**src/rtl/core/stt_pkg.sv**
```systemverilog
package stt_pkg;

    localparam int NUM_TIMERS_DEF = 32;
    localparam int HDL_W          = 6;
    localparam int MAX_EXPIRY     = 31;
    localparam logic [31:0] DL_MAX = 32'hffffffff;

    typedef enum logic [2:0] {
        CMD_ALLOC   = 3'd0,
        CMD_FREE    = 3'd1,
        CMD_INIT    = 3'd2,
        CMD_SETTIME = 3'd3,
        CMD_TICK    = 3'd4
    } cmd_t;

    localparam logic [1:0] KIND_STATUS = 2'd0;
    localparam logic [1:0] KIND_EXPIRY = 2'd1;
    localparam logic [1:0] KIND_SWITCH = 2'd2;

    localparam logic [1:0] STS_OK     = 2'd0;
    localparam logic [1:0] STS_NOFREE = 2'd1;
    localparam logic [1:0] STS_BAD    = 2'd2;

    localparam logic [1:0] ES_FREE  = 2'd0;
    localparam logic [1:0] ES_ALLOC = 2'd1;
    localparam logic [1:0] ES_RUN   = 2'd2;

    localparam logic [7:0] CFG_TT_ENABLE = 8'd0;
    localparam logic [7:0] CFG_TT_HANDLE = 8'd1;

    typedef struct packed {
        logic             valid;
        logic [31:0]      dl;
        logic [HDL_W-1:0] hdl;
    } cell_t;

    typedef struct packed {
        logic             ins;
        logic             pop;
        logic [31:0]      dl;
        logic [HDL_W-1:0] hdl;
    } chain_ctl_t;

endpackage

```
**src/rtl/core/stt_cell.sv**
```systemverilog
module stt_cell
    import stt_pkg::*;
(
    input  logic       clk,
    input  logic       rst_n,
    input  chain_ctl_t ctl,
    input  cell_t      left,
    input  logic       left_take,
    input  cell_t      right,
    output cell_t      cur,
    output logic       take
);

    cell_t cell_reg;
    cell_t cell_next;

    // new timer goes ahead of any entry with an equal or later deadline
    assign take = !cell_reg.valid || (ctl.dl <= cell_reg.dl);
    assign cur  = cell_reg;

    always_comb
    begin
        cell_next = cell_reg;
        if (ctl.ins)
        begin
            if (left_take)
            begin
                cell_next = left;
            end
            else if (take)
            begin
                cell_next.valid = 1'b1;
                cell_next.dl    = ctl.dl;
                cell_next.hdl   = ctl.hdl;
            end
        end
        else if (ctl.pop)
        begin
            cell_next = right;
        end
    end

    always_ff @(posedge clk or negedge rst_n)
    begin
        if (!rst_n)
        begin
            cell_reg <= '0;
        end
        else
        begin
            cell_reg <= cell_next;
        end
    end

endmodule

```
**config.mk**
```make
export PLATFORM = sky130hd
export DESIGN_NAME = stt_cell
export DESIGN_NICKNAME = d
export VERILOG_FILES = /design/src/rtl/core/stt_pkg.sv /design/src/rtl/core/stt_cell.sv
export SDC_FILE = /design/constraint.sdc
export NUM_CORES = 1
export LEC_CHECK = 0
export BUFFER_PORTS_ARGS = -buffer_cell sky130_fd_sc_hd__buf_4
export CORE_ASPECT_RATIO = 0.5
export CORE_MARGIN = 1.5
export CORE_UTILIZATION = 47
export DETAILED_ROUTE_END_ITERATION = 16
export GPL_ROUTABILITY_DRIVEN = 0
export PLACE_DENSITY = 0.82
export SYNTH_ARGS = -nofsm -noshare
export SYNTH_HDL_FRONTEND = slang
export SYNTH_SLANG_ARGS = --single-unit
export TNS_END_PERCENT = 30
```
**constraint.sdc**
```tcl
create_clock -name clk -period 2.7 [get_ports clk]
set_input_delay 0.54 -clock clk [delete_from_list [all_inputs] [get_ports clk]]
set_output_delay 0.54 -clock clk [all_outputs]
set_load 0.05 [all_outputs]
```
==> impl_results.md <==
* Ratio of cells with drive above 1 in the final layout at 52.7%
* Area of the mapped netlist at 3280 um2
* Outcome: complete, but fails checks
* CTS tree: done
* Die Height at 62.1 um
* Setup violators final at 2
* Synth warn at 0
* Post-synthesis xor/xnor area fraction at 0%
* CTS Sinks at 39
* Nets at 672
* Fmax at 0.361 GHz
* Total track usage at 29.0%
* Hold Slack at 233 ps
* Crit start category: flop
* Leak pwr at 2.75 nW
* Worst Path Required at 2160 ps
* Mapped Nets at 474
* Max FFs per register at 39
* Crit path arrival time at 2230 ps
* WS Path Type: reg -> out
* Max Slew Vio Count at 0
* Placement Rows at 21
* PD cells at 533 nW/um2
* Tot Pwr at 2.87 mW
* Grt ovf at 0
* Setup TNS at -99.8 ps
* Clock slew at reported path FFs at 60 ps
* Smallest setup slack after layout at -67.9 ps
* Synth Area in Compound Gates at 17.9%
* Largest family of logic cells by synthesized area: multiplexers
* Starting Density at 48.8%
* Synthesized instance count at 321
* Largest net degree at the start of global routing at 40
* Number of diodes at 0
* Max-Cap Viols at 0
* Post-synthesis register bit count at 39
* Final worst path period share at 103%
* CTS max path bufs at 2
* Post-synthesis mux area share at 23.9%
* Seq/Total Area, Yosys at 29.7%
* Clock latency at the later pin of the worst-skew pair at 290 ps
* WL/cell at 18.6 um
* First-pass GRT wire length at 17300 um
* Post-Place Setup Slack at -149 ps
* Post-Syn Area per Cell at 10.2 um2
* Relative slew slack at 52.8%
* Detail Route Antenna Nets at 0
* H-tree depth at 2
* Final min period at 2770 ps
* Die Width at 121 um
* Via density at 5.71
* Vias in the first global route at 3541
* Fin. Hold Viols at 0
* Router iterations before antenna repair at 8
* Max VDD drop at 0.000301 V
* Fillers at 419
* Via count at 3497
* CP max FO at 2
* Final wirelength at 11400 um
* CTS root buf: clkbuf_16
* Tightest Pin Transition at 707 ps
* # hold bufs at CTS at 0
* Die ar. at 7530 um2
* IO buf count at 160
* Synth Area in Adders at 12.2%
* Drt drc at 0
* I/O pin cnt at 161
* Post-DP HPWL at 7090 um
* RSZ-0062 raised after global routing: true
* Post-Synth Simple-Gate Area at 7.70%
* DRC violation total after the first TritonRoute iteration at 299
* Worst hold path type: in -> async
* Reg2Reg Setup Slack at -30 ps
* Violated checks: negative setup slack
* CTS Buf Count at 5
* Final Skew at 4.51 ps
* Initial antenna violation count at 0
* Number of distinct library cells after synthesis at 37
* Core area at 6730 um2
* Crit end category: output port
* Area growth from synthesis to layout at 63.8%
-- layout make-up --
class / count / area (um2) / area share, %
Timing Repair Buffer: 213 / 1640 / 30.6
Inverter: 41 / 154 / 2.86
Multi-Input combinational cell: 219 / 2330 / 43.3
Tap cell: 92 / 115 / 2.14
Clock inverter: 1 / 7.51 / 0.140
Clock buffer: 7 / 153 / 2.84
Sequential cell: 39 / 976 / 18.1
-- layout by cell type, fill, tap and decap left out, drive strengths merged, types with 7 or more instances in the layout --
| cell | synthesis | layout |
|---|---|---|
| dfrtp | 39 | 39 |
| clkbuf | 9 | 7 |
| a222oi | 27 | 27 |
| nand2 | 9 | 9 |
| buf | 13 | 213 |
| inv | 41 | 41 |
| a221o | 12 | 12 |
| ha | 32 | 32 |
| mux2i | 66 | 66 |
| a21oi | 15 | 15 |
| mux2 | 11 | 11 |
| nor2 | 14 | 14 |
-- final timing paths --
kind                                      from  depth (start not counted)             endpoint
setup / recovery           cur[32]$_DFFE_PN0P_                         10                 take
hold / removal                           rst_n                          1  cur[16]$_DFFE_PN0P_
setup reg to reg           cur[32]$_DFFE_PN0P_                         12  cur[24]$_DFFE_PN0P_
hold reg to reg             cur[4]$_DFFE_PN0P_                          2   cur[4]$_DFFE_PN0P_
max in group asynchronous                rst_n                          1  cur[32]$_DFFE_PN0P_
min in group clk                      left[38]                          3  cur[38]$_DFFE_PN0P_
-- worst max-delay path, cell delays in order, from the launching register on --
cell and delay, ps:
dfrtp_1 360, inv_1 80, ha_4 270, nand4_1 140, buf_4 180, nor3_4 170, a221oi_2 90, buf_4 150
and2_4 130, a21o_4 210, buf_8 140
-- report_power, final --
group | internal, mW | leakage (nW) | total, mW | switching [mW]
registers | 0.671 | 0.446 | 0.738 | 0.0667
clock network | 0.393 | 0.0761 | 0.649 | 0.256
logic | 0.658 | 2.23 | 1.48 | 0.822
-- metal layers --
| layer | global-route usage, % | part of all wire, % | vias up |
|---|---|---|---|
| li1 | - | - | 1629 |
| met1 | 36.8 | 41 | 1704 |
| met2 | 50.9 | 51 | 141 |
| met3 | 4.50 | 6.0 | 23 |
| met4 | 9.41 | 2.2 | 0 |
| met5 | 0 | 0 | - |
-- metrics by stage --
stage | utilization, % | area (um2) | cells
global route | 80.0 | 5380 | 612
CTS | 77.9 | 5240 | 607
floorplan | - | 3290 | 321
finish | 80.0 | 5380 | 612
global placement | 69.5 | 4670 | 571
detailed placement | 69.5 | 4670 | 571
-- logic make-up after synthesis --
logic type      after synthesis
mux                          77
compound gates               68
buf+inv                      63
simple gates                 42
flops                        39
fa+ha+maj                    32
-- cell usage after synthesis, drive strengths merged --
cell type  instances  area [um2]
nand2b             1        6.26
o21ai              3        15.0
o211ai             1        7.51
dfrtp             39         976
o31ai              1        12.5
and4b              1        10.0
and4               1        8.76
nand3              4        25.0
a311o              1        10.0
a221oi             1        8.76
a222oi            27         270
a21boi             1        11.3
inv               41         154
buf               13        96.3
mux2i             66         661
a21o               2        15.0
a2bb2oi            1        8.76
and2               1        6.26
clkbuf             9        33.8
nor2              14        52.6
nor2b              1        6.26
a211oi             2        25.0
nand4              6        50.0
nand2              9        33.8
nor4               2        42.5
a221o             12         120
o21a               1        7.51
or3                1        6.26
a21oi             15        75.1
nor3               1        5.00
mux2              11         124
ha                32         400
-- timing repair --
| item | 4_1_cts | 5_1_grt |
|---|---|---|
| buffers inserted | 28 | 5 |
| gates resized for setup | 24 | 17 |
| endpoints found under the setup margin | 1 | 39 |
| pin swaps | 11 | 11 |
Power figures use the tool's default switching activity.
