===== src/rtl/core/stt_ram.sv =====
module stt_ram #(
    parameter int WIDTH = 8,
    parameter int DEPTH = 32,
    parameter int AW    = $clog2(DEPTH)
) (
    input  logic             clk,
    input  logic             we,
    input  logic [AW-1:0]    waddr,
    input  logic [WIDTH-1:0] wdata,
    input  logic [AW-1:0]    raddr,
    output logic [WIDTH-1:0] rdata
);

    logic [WIDTH-1:0] mem [DEPTH];

    always_ff @(posedge clk)
    begin
        if (we)
        begin
            mem[waddr] <= wdata;
        end
        rdata <= mem[raddr];
    end

endmodule


===== config.mk =====
export PLATFORM = sky130hd
export DESIGN_NAME = stt_ram
export DESIGN_NICKNAME = d
export VERILOG_FILES = /design/src/rtl/core/stt_ram.sv
export SDC_FILE = /design/constraint.sdc
export NUM_CORES = 1
export LEC_CHECK = 0
export BUFFER_PORTS_ARGS = -buffer_cell sky130_fd_sc_hd__buf_2
export CAP_MARGIN = 20
export CORE_ASPECT_RATIO = 0.9
export CORE_UTILIZATION = 39
export DETAILED_ROUTE_END_ITERATION = 7
export PLACE_DENSITY = 0.63
export SETUP_SLACK_MARGIN = 0.05
export SYNTH_ARGS = -nofsm -noshare
export SYNTH_HDL_FRONTEND = slang
export SYNTH_SLANG_ARGS = --single-unit

===== constraint.sdc =====
create_clock -name clk -period 2.36 [get_ports clk]
set_clock_uncertainty 0.05 [all_clocks]
set_input_delay 0.118 -clock clk [delete_from_list [all_inputs] [get_ports clk]]
set_output_delay 0.118 -clock clk [all_outputs]
set_load 0.02 [all_outputs]

==> summary.txt, run 1 <==
CTS
  • CTS tree: yes
  • Cts bufs inserted: 26
  • CTS clk-pin slew, worst paths: about 0.060 ns
  • Post-CTS Setup Bufs: 0
  • Clock buffer depth: 3
  • Worst skew pair latency: 0.52 ns
  • # H-tree levels: 1
  • Clk sinks: approximately 260
  • Root Buffer: clkbuf_16

Place
  • Port Buffers: 27
  • GPL Wtd Cong: roughly 0.75
  • Placed cells: 811
  • Detailed Place HPWL: ~14 mm
  • Pre-CTS WS: roughly 0.24 ns

Global routing
  • Largest net degree at the start of global routing: just over 40
  • Vias in the first global route: 4,731
  • Global Route Usage Sum: ~17%
  • First-pass GRT wire length: 31.3 mm
  • Aggregate global routing overflow: 0
  • Antenna violations before repair: 1

Hold path
  • Hold Path Class: input port to flip-flop

Power and ir drop
  • Sequential share of power: 54.9%
  • Clock share of power: roughly 40%
  • Power per cell area: 816 nW/um2
  • Sw power: between 1.5 and 2 mW
  • Logic pwr share: roughly 5.6%
  • Peak VDD IR: roughly 470 uV
  • Switching share of total power: slightly above 20%
  • Leak: approximately 3.7 nW
  • Internal power: around 7.6 mW

Setup path
  • CP peak stage delay: 0.56 ns
  • Worst path slowest cell: mux4_2
  • Critical path, cell by cell: mux4_2 > mux4_2 > mux2_2
  • CP Data Arrival Time: about 2.2 ns
  • Worst EP required: about 2.7 ns
  • CP most frequent cell: mux4_2
  • Setup crit start kind: flip-flop
  • Critical setup path kind: flip-flop to flip-flop
  • Nature of the critical path endpoint: flip-flop
  • Worst Path Max Fanout: 1

Logic synthesis
  • Yosys top cell area share: approximately three quarters
  • Mapped Area: 10,100 um2
  • Post-Syn Instances: 417
  • Post-synthesis sequential area ratio: between 70% and 80%
  • Synth Area per Inst: around 24 um2
  • Synthesis-stage register bit count: between 200 and 300
  • Dominant cell type by area after synthesis: edfxtp_1
  • Mapped Nets: between 400 and 500
  • Top cells by area, synth: edfxtp_1 76%, mux4_2 18%, dfxtp_1 1.6%
  • Distinct cells, synth: 15
  • Yosys warnings: 0

Floorplanning
  • Site Rows: between 50 and 60
  • Initial Util: between 30% and 40%
  • Core Box Area: approximately 25,000 um2
  • I/O pin cnt: 28
  • Die height: between 150 and 200 um
  • Die W: 171 um
  • Die ar.: roughly 26,000 um2

STA
  • Final setup vio count: 0
  • PnR worst setup slack: just under 0.5 ns
  • Endpoints failing hold: 0
  • Worst-margin pin slew: 0.687 ns
  • Final cycle utilization of the critical path: between 70% and 80%
  • Final max-slew violation count: 0
  • TNS Setup: 0 ns
  • Worst slew margin: 54.2%
  • Tmin final: approximately 1.9 ns
  • FMAX: around 530 MHz
  • RSZ-0062 raised after global routing: no

Final layout
  • Register area: between 7000 and 8000 um2
  • Nets: 518
  • # fillers: 2,103
  • Share of layout cells above drive strength 1: 38.4%
  • Non-Filler Instances: ~860
  • Multi-input gate area: roughly 2100 um2
  • Synthesis-to-finish area growth: 16.5%

Detailed routing
  • Post-Route WL: 21.2 mm
  • Overall via count from detail_route: 4,604
  • Drc violations: 0
  • Routed WL per cell: about 25 um
  • Post-route antenna net violation count: 0
  • DRT iter0 DRCs: roughly 500
  • Router iterations before antenna repair: 5
  • Detailed-route vias per instance: roughly 5.3

Run status
  • Outcome: finished, final reports clean

Flow run
  • MaxCap Viol Count: 0
[Yosys cell counts]
library cell / instances
nand3b_1: 5
buf_6: 1
buf_4: 6
nand3_1: 2
mux4_2: 80
buf_2: 1
nor2_1: 33
buf_1: 6
or3_1: 1
or3b_2: 3
clkbuf_1: 6
mux2_2: 8
nand2_1: 1
dfxtp_1: 8
edfxtp_1: 256
[through the flow]
step	power (mW)	cell area [um2]	hold WS, ns	util, %
after global placement	5.87	10900	0.527	43.2
final	9.56	11700	0.0862	46.4
after detailed placement	5.88	10900	0.523	43.2
after floorplan	5.63	10100	0.167	-
after global routing	9.85	11700	0.111	46.4
after CTS	9.64	11700	0.0953	46.4
[per-layer routing]
layer | track usage [%] | part of all wire (%) | up-vias
met1 | 25.9 | 45 | 2446
met2 | 24.3 | 45 | 201
met3 | 3.66 | 9.1 | 18
met4 | 4.08 | 1.2 | 0
met5 | 0 | 0 | -
li1 | - | - | 1939
[cell type report]
cell class                      count  area share [%]
Clock buffer                       41            6.39
Sequential cell                   264            67.0
Tap cell                          342            3.65
Timing Repair Buffer               73            4.68
Multi-Input combinational cell    133            17.9
Clock inverter                      7           0.331
Antenna cell                        1          0.0214
[what timing repair did]
item / in CTS / in global routing
hold buffers: 1 / 0
gates resized for setup: 0 / 0
endpoints found under the hold margin: 8 / 0
[power groups by stage]
stage / Combinational (mW) / Sequential [mW] / Clock (mW)
after floorplan: 0.278 / 5.35 / 0
after global placement: 0.526 / 5.35 / 0
after global routing: 0.568 / 5.25 / 4.03
after detailed placement: 0.536 / 5.35 / 0
after CTS: 0.539 / 5.25 / 3.85
final: 0.531 / 5.25 / 3.77
[state kept, by name, summed over array words and instances (netlist names)]
name	flops
rdata	8
mem	256
[worst paths after layout]
check / from / end / slack [ns] / cells after the start
worst max-delay path: mem[13][2]$_DFFE_PP_ / rdata[2]$_DFF_P_ / 0.49 / 3
worst min-delay path: wdata[6] / mem[21][6]$_DFFE_PP_ / 0.09 / 1
worst max register to register: mem[13][2]$_DFFE_PP_ / rdata[2]$_DFF_P_ / 0.49 / 3
worst min register to register: mem[22][6]$_DFFE_PP_ / rdata[6]$_DFF_P_ / 0.85 / 3
[cell families (layout without fill, tap and decap cells)]
group / count (synthesis) / count (layout) / synth area share, %
mux: 88 / 88 / 18.8
flops: 264 / 264 / 78.1
buf+inv: 20 / 121 / 1.06
other cells: 0 / 1 / 0
simple gates: 45 / 45 / 2.07
[critical path: cells and delay by family (launching register included)]
family  cells  cell delay (ns)
muxes       3             1.35
DFF         1             0.36
[cell usage in the layout (no fill, tap or decap)]
master         instances
edfxtp_1             256
mux4_2                80
buf_4                 41
nor2_1                33
clkbuf_16             27
buf_2                 26
clkbuf_1              12
mux2_2                 8
dfxtp_1                8
clkinv_2               6
nand3b_1               5
buf_12                 5
or3b_2                 3
nand3_1                2
clkbuf_8               2
diode_2                1
nand2_1                1
or3_1                  1
clkinv_4               1
dlygate4sd3_1          1
Note: power is estimated with default switching activity, not from simulation.
==> run 2: changes to the inputs <==
==> constraint.sdc (replaced) <==
create_clock -name clk -period 1.9 [get_ports clk]
set_clock_uncertainty 0.05 [all_clocks]
set_input_delay 0.095 -clock clk [delete_from_list [all_inputs] [get_ports clk]]
set_output_delay 0.095 -clock clk [all_outputs]
set_load 0.02 [all_outputs]
==> run 2 against run 1 <==
Compared with the run above:
- the run now ends with setup timing left
- first-iteration DRC count increased by 16%
- maximum frequency decreased by 1.8%
- largest power group unchanged
- combinational power increased by 25%
==> summary.txt, run 2 (synthesized netlist as in run 1, its figures left out) <==
Setup path
  • Nature of the critical path endpoint: flip-flop
  • CP most frequent cell: mux4_2
  • Setup crit start kind: flip-flop
  • Critical path, cell by cell: mux4_2 > mux4_2 > mux2_4
  • Critical setup path kind: flip-flop to flip-flop
  • CP peak stage delay: 0.55 ns (about the same)
  • CP startpoint: mem[13][3]$_DFFE_PP_
  • Setup crit end: rdata[3]$_DFF_P_
  • Worst path slowest cell: mux4_2
  • Worst Path Max Fanout: 1 (unchanged)
  • Reg2reg end: rdata[3]$_DFF_P_
  • R2r startpoint: mem[13][3]$_DFFE_PP_
  • CP Data Arrival Time: 2.27 ns (+0.04 ns)
  • R2r worst-path depth: 3 (unchanged)
  • R2r setup slk: -0.004 ns (-0.49 ns)
  • Worst EP required: 2.27 ns (-0.45 ns)

Power and ir drop
  • Total power: 12.3 mW (+29%)
  • Internal power: 9.81 mW (+29%)
  • Switching share of total power: 20.5% (+0.25 points)
  • Peak VDD IR: 599 uV (+28%)
  • Sw power: 2.53 mW (+31%)
  • Leak: 3.78 nW (+1.3%)
  • Sequential share of power: 52.8% (-2.1 points)
  • Logic pwr share: 5.4% (-0.2 points)
  • Power per cell area: 1050 nW/um2 (+28%)
  • Clock share of power: 41.8% (+2.3 points)

Place
  • GPL Wtd Cong: 0.807 (+7.2%)
  • Detailed Place HPWL: 13.6 mm (-2.3%)
  • Port Buffers: 27 (unchanged)
  • Placed cells: 809 (-0.25%)
  • Pre-CTS WS: -0.248 ns (-0.485 ns)

STA
  • RSZ-0062 raised after global routing: yes
  • PnR worst setup slack: -0.00358 ns (-0.494 ns)
  • Tmin final: 1.90 ns (+0.0340 ns)
  • FMAX: 525 MHz (-1.8%)
  • WHS: 0.0662 ns (-0.0200 ns)
  • Worst slew margin: 56.4% (+2.2 points)
  • Endpoints failing hold: 0 (unchanged)
  • TNS Setup: -0.00358 ns (-0.00358 ns)
  • Final cycle utilization of the critical path: 100% (+21 points)
  • Worst-margin pin slew: 0.654 ns (-0.0329 ns)
  • Final max-slew violation count: 0 (unchanged)
  • Final setup vio count: 1 (+1)

Final layout
  • Share of layout cells above drive strength 1: 39.6% (+1.2 points)
  • Commonest non-fill, non-tap cell in the layout: edfxtp_1
  • Largest regs: mem: 256 flops, rdata: 8 flops
  • Non-Filler Instances: 860 (-0.12%)
  • Most frequent cells in the layout: 256 x edfxtp_1, 80 x mux4_2, 38 x buf_4
  • Max FFs per register: 256 (unchanged)
  • Nets: 517 (-0.19%)
  • Largest register by flop count: mem
  • Antenna cell count: 0 (-1)
  • # fillers: 2,047 (-2.7%)
  • Synthesis-to-finish area growth: 17.4%

CTS
  • Worst skew pair latency: 0.53 ns (about the same)
  • CTS clk-pin slew, worst paths: 0.06 ns (about the same)
  • Clock buffer depth: 3 (unchanged)
  • Root Buffer: clkbuf_16
  • Clk sinks: 264 (unchanged)
  • Cts bufs inserted: 27 (+3.8%)
  • CTS tree: yes
  • # H-tree levels: 1 (unchanged)

Detailed routing
  • Post-Route WL: 21.0 mm (-0.78%)
  • Routed WL per cell: 24.4 um (-0.66%)
  • Overall via count from detail_route: 4,576 (-0.61%)
  • Detailed-route vias per instance: 5.32 (-0.49%)
  • DRT iter0 DRCs: 575 (+16%)
  • Post-route antenna net violation count: 0 (unchanged)
  • Router iterations before antenna repair: 4 (-1)
  • Drc violations: 0 (unchanged)

Hold path
  • Hold Path Class: input port to flip-flop

Global routing
  • Antenna violations before repair: 0 (-1)
  • Global Route Usage Sum: 16.6% (-0.20 points)
  • Vias in the first global route: 4,649 (-1.7%)
  • First-pass GRT wire length: 31.2 mm (-0.49%)
  • Aggregate global routing overflow: 0 (unchanged)
  • Largest net degree at the start of global routing: 34 (-17%)

Floorplanning
  • Site Rows: 55 (unchanged)
  • Core Box Area: 25,300 um2 (unchanged)
  • I/O pin cnt: 28 (unchanged)
  • Initial Util: 39.8% (unchanged)
  • Die W: 171 um (unchanged)
  • Die height: 154 um (unchanged)
  • Die ar.: 26,400 um2 (unchanged)

Run status
  • Failing checks: setup timing
  • Outcome: complete, but fails checks

Flow run
  • MaxCap Viol Count: 0 (unchanged)
-- run 2: power by group through the flow --
stage | combinational, mW | sequential (mW) | clock [mW]
after floorplan | 0.346 | 6.65 | 0
after global placement | 0.656 | 6.63 | 0
after detailed placement | 0.671 | 6.64 | 0
after CTS | 0.679 | 6.51 | 5.24
after global routing | 0.710 | 6.51 | 5.48
final | 0.666 | 6.51 | 5.17
-- run 2: area by class of cell --
| class | instances | area, um2 | area share [%] |
|---|---|---|---|
| Clock inverter | 15 | 133 | 1.12 |
| Clock buffer | 35 | 746 | 6.32 |
| Multi-Input combinational cell | 133 | 2110 | 17.8 |
| Timing Repair Buffer | 71 | 546 | 4.62 |
| Sequential cell | 264 | 7850 | 66.5 |
| Tap cell | 342 | 428 | 3.62 |
-- run 2: repair_timing --
item / in CTS / in global routing
hold endpoints to repair: 7 / 0
hold buffers: 1 / 0
gates cloned: 0 / 0
setup buffers: 0 / 0
setup endpoints to repair: 2 / 5
resized for setup: 2 / 0
-- run 2: metal layers --
metal	GRT usage (%)	part of all wire, %	wire length, um	up-vias
met4	4.59	2.6	536	0
li1	-	-	-	1941
met3	2.66	6.5	1360	36
met2	24.1	45	9430	159
met1	26.0	46	9660	2440
met5	0	0	0	-
-- run 2: worst max-delay path: cells and delay by family (launching register included) --
family	cells	cell delay (ns)
multiplexers	3	1.36
flip-flops	1	0.38
-- run 2: stage by stage --
stage	instance area, um2	util [%]
5_1_grt	11800	46.7
6_report	11800	46.7
2_1_floorplan	10100	-
3_3_place_gp	10900	43.2
4_1_cts	11800	46.7
3_5_place_dp	10900	43.2
-- run 2: worst min path at each step --
| stage | slack, ns | end | depth (start not counted) | startpoint |
|---|---|---|---|---|
| 2_1_floorplan | 0.14 | mem[0][0]$_DFFE_PP_ | 0 | wdata[0] |
| 3_3_place_gp | 0.47 | rdata[3] | 1 | rdata[3]$_DFF_P_ |
| 3_5_place_dp | 0.47 | rdata[3] | 1 | rdata[3]$_DFF_P_ |
| 4_1_cts | 0.07 | mem[5][7]$_DFFE_PP_ | 1 | wdata[7] |
| 5_1_grt | 0.08 | mem[21][7]$_DFFE_PP_ | 1 | wdata[7] |
| 6_report | 0.07 | mem[0][1]$_DFFE_PP_ | 1 | wdata[1] |
==> run 3: changes to the inputs <==
--- a/config.mk
+++ b/config.mk
@@ -5,13 +5,14 @@
 export SDC_FILE = /design/constraint.sdc
 export NUM_CORES = 1
 export LEC_CHECK = 0
+export ABC_AREA = 1
 export BUFFER_PORTS_ARGS = -buffer_cell sky130_fd_sc_hd__buf_2
 export CAP_MARGIN = 20
-export CORE_ASPECT_RATIO = 0.9
 export CORE_UTILIZATION = 39
 export DETAILED_ROUTE_END_ITERATION = 7
 export PLACE_DENSITY = 0.63
 export SETUP_SLACK_MARGIN = 0.05
+export SKIP_LAST_GASP = 1
 export SYNTH_ARGS = -nofsm -noshare
 export SYNTH_HDL_FRONTEND = slang
 export SYNTH_SLANG_ARGS = --single-unit
==> run 3 against run 2 <==
Compared with the run above:
- sequential power hardly changed
- register-to-register slack gained 0.61 ns
- worst setup slack gained 0.61 ns
- maximum frequency rose by 47%
- final cell count increased by 55%
- the run now ends clean
- count of clock-buffer cells in the layout down 4
- power decreased by 3.4%
- core utilization decreased by 1.7 points
==> summary.txt, run 3 <==
Place
  • Detailed Place HPWL: 14.8 mm (+8.5%)
  • GPL Wtd Cong: 0.832 (+3.2%)
  • Pre-CTS WS: 0.345 ns (+0.593 ns)
  • Placed cells: 1,286 (+59%)
  • Port Buffers: 27 (unchanged)

Logic synthesis
  • Yosys top cell area share: 71.3% (-5.2 points)
  • Post-synthesis sequential area ratio: 72.8% (-5.3 points)
  • Post-synth top flop: edfxtp_1
  • Synth Area per Inst: 11.7 um2 (-51%)
  • Synthesis-stage register bit count: 264 (unchanged)
  • EDFF count, synth: 256 (unchanged)
  • Post-Syn Instances: 922 (+120%)
  • FFs w/ async S/R, synth: 0% (unchanged)
  • Most common cell in the netlist: nand2_1
  • Mapped Area: 10,800 um2 (+7.3%)
  • Post-synth top cells: 360 x nand2_1, 256 x edfxtp_1, 204 x nand3_1, 32 x nor2_1, 24 x buf_6
  • Top cells by area, synth: edfxtp_1 71%, nand2_1 13%, nand3_1 9.5%
  • Dominant cell type by area after synthesis: edfxtp_1
  • Distinct cells, synth: 12 (-3)
  • Yosys warnings: 0 (unchanged)
  • Mapped Nets: 942 (+120%)

Global routing
  • Vias in the first global route: 6,677 (+44%)
  • First-pass GRT wire length: 39.2 mm (+26%)
  • Largest net degree at the start of global routing: 69 (+100%)
  • Antenna violations before repair: 0 (unchanged)
  • Global Route Usage Sum: 18.2% (+1.6 points)
  • Aggregate global routing overflow: 0 (unchanged)

CTS
  • Clk sinks: 264 (unchanged)
  • Clock buffer depth: 3 (unchanged)
  • CTS-repair resized insts: 0 (-2)
  • CTS clk-pin slew, worst paths: 0.06 ns (about the same)
  • CTS tree: yes
  • Cts bufs inserted: 27 (unchanged)
  • Root Buffer: clkbuf_16
  • # H-tree levels: 1 (unchanged)
  • Worst skew pair latency: 0.53 ns (about the same)

Final layout
  • Share of layout cells above drive strength 1: 11.1% (-28 points)
  • Commonest non-fill, non-tap cell in the layout: nand2_1
  • # fillers: 2,493 (+22%)
  • Final core area utilization: 45.0% (-1.7 points)
  • Synthesis-to-finish area growth: 12.8%
  • Max FFs per register: 256 (unchanged)
  • Largest register by flop count: mem
  • Most frequent cells in the layout: 360 x nand2_1, 256 x edfxtp_1, 204 x nand3_1
  • Antenna cell count: 0 (unchanged)
  • Nets: 995 (+92%)
  • Largest regs: mem: 256 flops, rdata: 8 flops
  • Non-Filler Instances: 1,332 (+55%)

Detailed routing
  • Drc violations: 0 (unchanged)
  • DRT iter0 DRCs: 649 (+13%)
  • Overall via count from detail_route: 6,923 (+51%)
  • Routed WL per cell: 19.0 um (-22%)
  • Post-route antenna net violation count: 0 (unchanged)
  • Post-Route WL: 25.3 mm (+20%)
  • Router iterations before antenna repair: 5 (+1)
  • Detailed-route vias per instance: 5.20 (-2.3%)

Floorplanning
  • I/O pin cnt: 28 (unchanged)
  • Die ar.: 28,300 um2 (+7.2%)
  • Die W: 168 um (-1.7%)
  • Initial Util: 39.9% (+0.11 points)
  • Site Rows: 60 (+9.1%)
  • Core Box Area: 27,000 um2 (+7.0%)
  • Die height: 168 um (+9.1%)

STA
  • Final setup vio count: 0 (-1)
  • Worst slew margin: 51.6% (-4.8 points)
  • Tmin final: 1.30 ns (-0.606 ns)
  • RSZ-0062 raised after global routing: no
  • TNS Setup: 0 ns (+0.00358 ns)
  • Worst-margin pin slew: 0.726 ns (+0.0720 ns)
  • PnR worst setup slack: 0.602 ns (+0.606 ns)
  • Endpoints failing hold: 0 (unchanged)
  • Final cycle utilization of the critical path: 68.3% (-32 points)
  • FMAX: 770 MHz (+47%)
  • Final max-slew violation count: 0 (unchanged)

Setup path
  • Setup crit start kind: flip-flop
  • Worst EP required: 2.26 ns (about the same)
  • CP most frequent cell: nand2_1
  • Nature of the critical path endpoint: flip-flop
  • CP Data Arrival Time: 1.66 ns (-0.61 ns)
  • Worst path slowest cell: edfxtp_1
  • Worst Path Max Fanout: 1 (unchanged)
  • Critical path, cell by cell: nand2_1 > nand3_1 > nand3_1 > nand2_1 > nand2_1 > nand2_1 > nand2_1 > nand2_1
  • CP peak stage delay: 0.35 ns (-0.20 ns)
  • Critical setup path kind: flip-flop to flip-flop

Power and ir drop
  • Power per cell area: 980 nW/um2 (-6.2%)
  • Peak VDD IR: 710 uV (+18%)
  • Leak: 4.54 nW (+20%)

Run status
  • Outcome: finished, final reports clean

Flow run
  • MaxCap Viol Count: 0 (unchanged)

Hold path
  • Hold Path Class: input port to flip-flop
## run 3: cell types whose count changed after synthesis, moves of 4 or more
cell      before  now
buf_1          6    2
buf_2          1   15
buf_6          1   24
inv_1          0    8
mux2_2         8    0
mux4_2        80    0
nand2_1        1  360
nand3_1        2  204
nand3b_1       5    0
## run 3: through the flow
stage	power (mW)	area, um2	hold WS [ns]
after detailed placement	7.43	11400	0.417
final	11.9	12200	0.0232
after global routing	12.3	12200	0.0526
after global placement	7.43	11400	0.415
after floorplan	7.11	10800	0.144
after CTS	12.0	12200	0.0229
## run 3: area by class of cell
class	count	area, um2	area share (%)
clock buffer	31	691	5.67
clock inverter	14	66.3	0.545
inverter	10	38.8	0.319
multi-input combinational	596	2490	20.5
sequential	264	7850	64.5
tap	341	427	3.51
timing repair buffer	76	608	5.00
## run 3: cell families (layout without fill, tap and decap cells)
| family | Yosys count | in the layout | synth area share (%) |
|---|---|---|---|
| and+or+nand+nor | 596 | 596 | 23.1 |
| DFF | 264 | 264 | 72.8 |
| buffers and inverters | 62 | 131 | 4.14 |
## run 3: worst paths after layout
check                                          start               end  slack (ns)  cells past startpoint
worst min-delay path                        raddr[3]  rdata[0]$_DFF_P_        0.02                      5
worst max-delay path            mem[11][1]$_DFFE_PP_  rdata[1]$_DFF_P_        0.60                      8
worst min register to register  mem[18][0]$_DFFE_PP_  rdata[0]$_DFF_P_        0.73                      8
worst max register to register  mem[11][1]$_DFFE_PP_  rdata[1]$_DFF_P_        0.60                      8
## run 3: repair_timing
action                    4_1_cts  5_1_grt
buffers inserted                0        0
hold endpoints to repair        8        0
hold buffers                    1        0
## run 3: power by group
group          switching (mW)  internal [mW]  total (mW)
clock network            2.05           2.57        4.63
registers              0.0241           6.47        6.50
logic                   0.585          0.223       0.808
## run 3: routing by layer
metal  wire length (um)  track usage [%]
met1              11400             26.1
met2              12100             29.9
met5                  0                0
met3               1470             2.12
met4                316             3.79
## run 3: critical path: cells and delay by family, from the launching register on
family	cells	cell delay [ns]
flops	1	0.35
simple gates	8	0.79
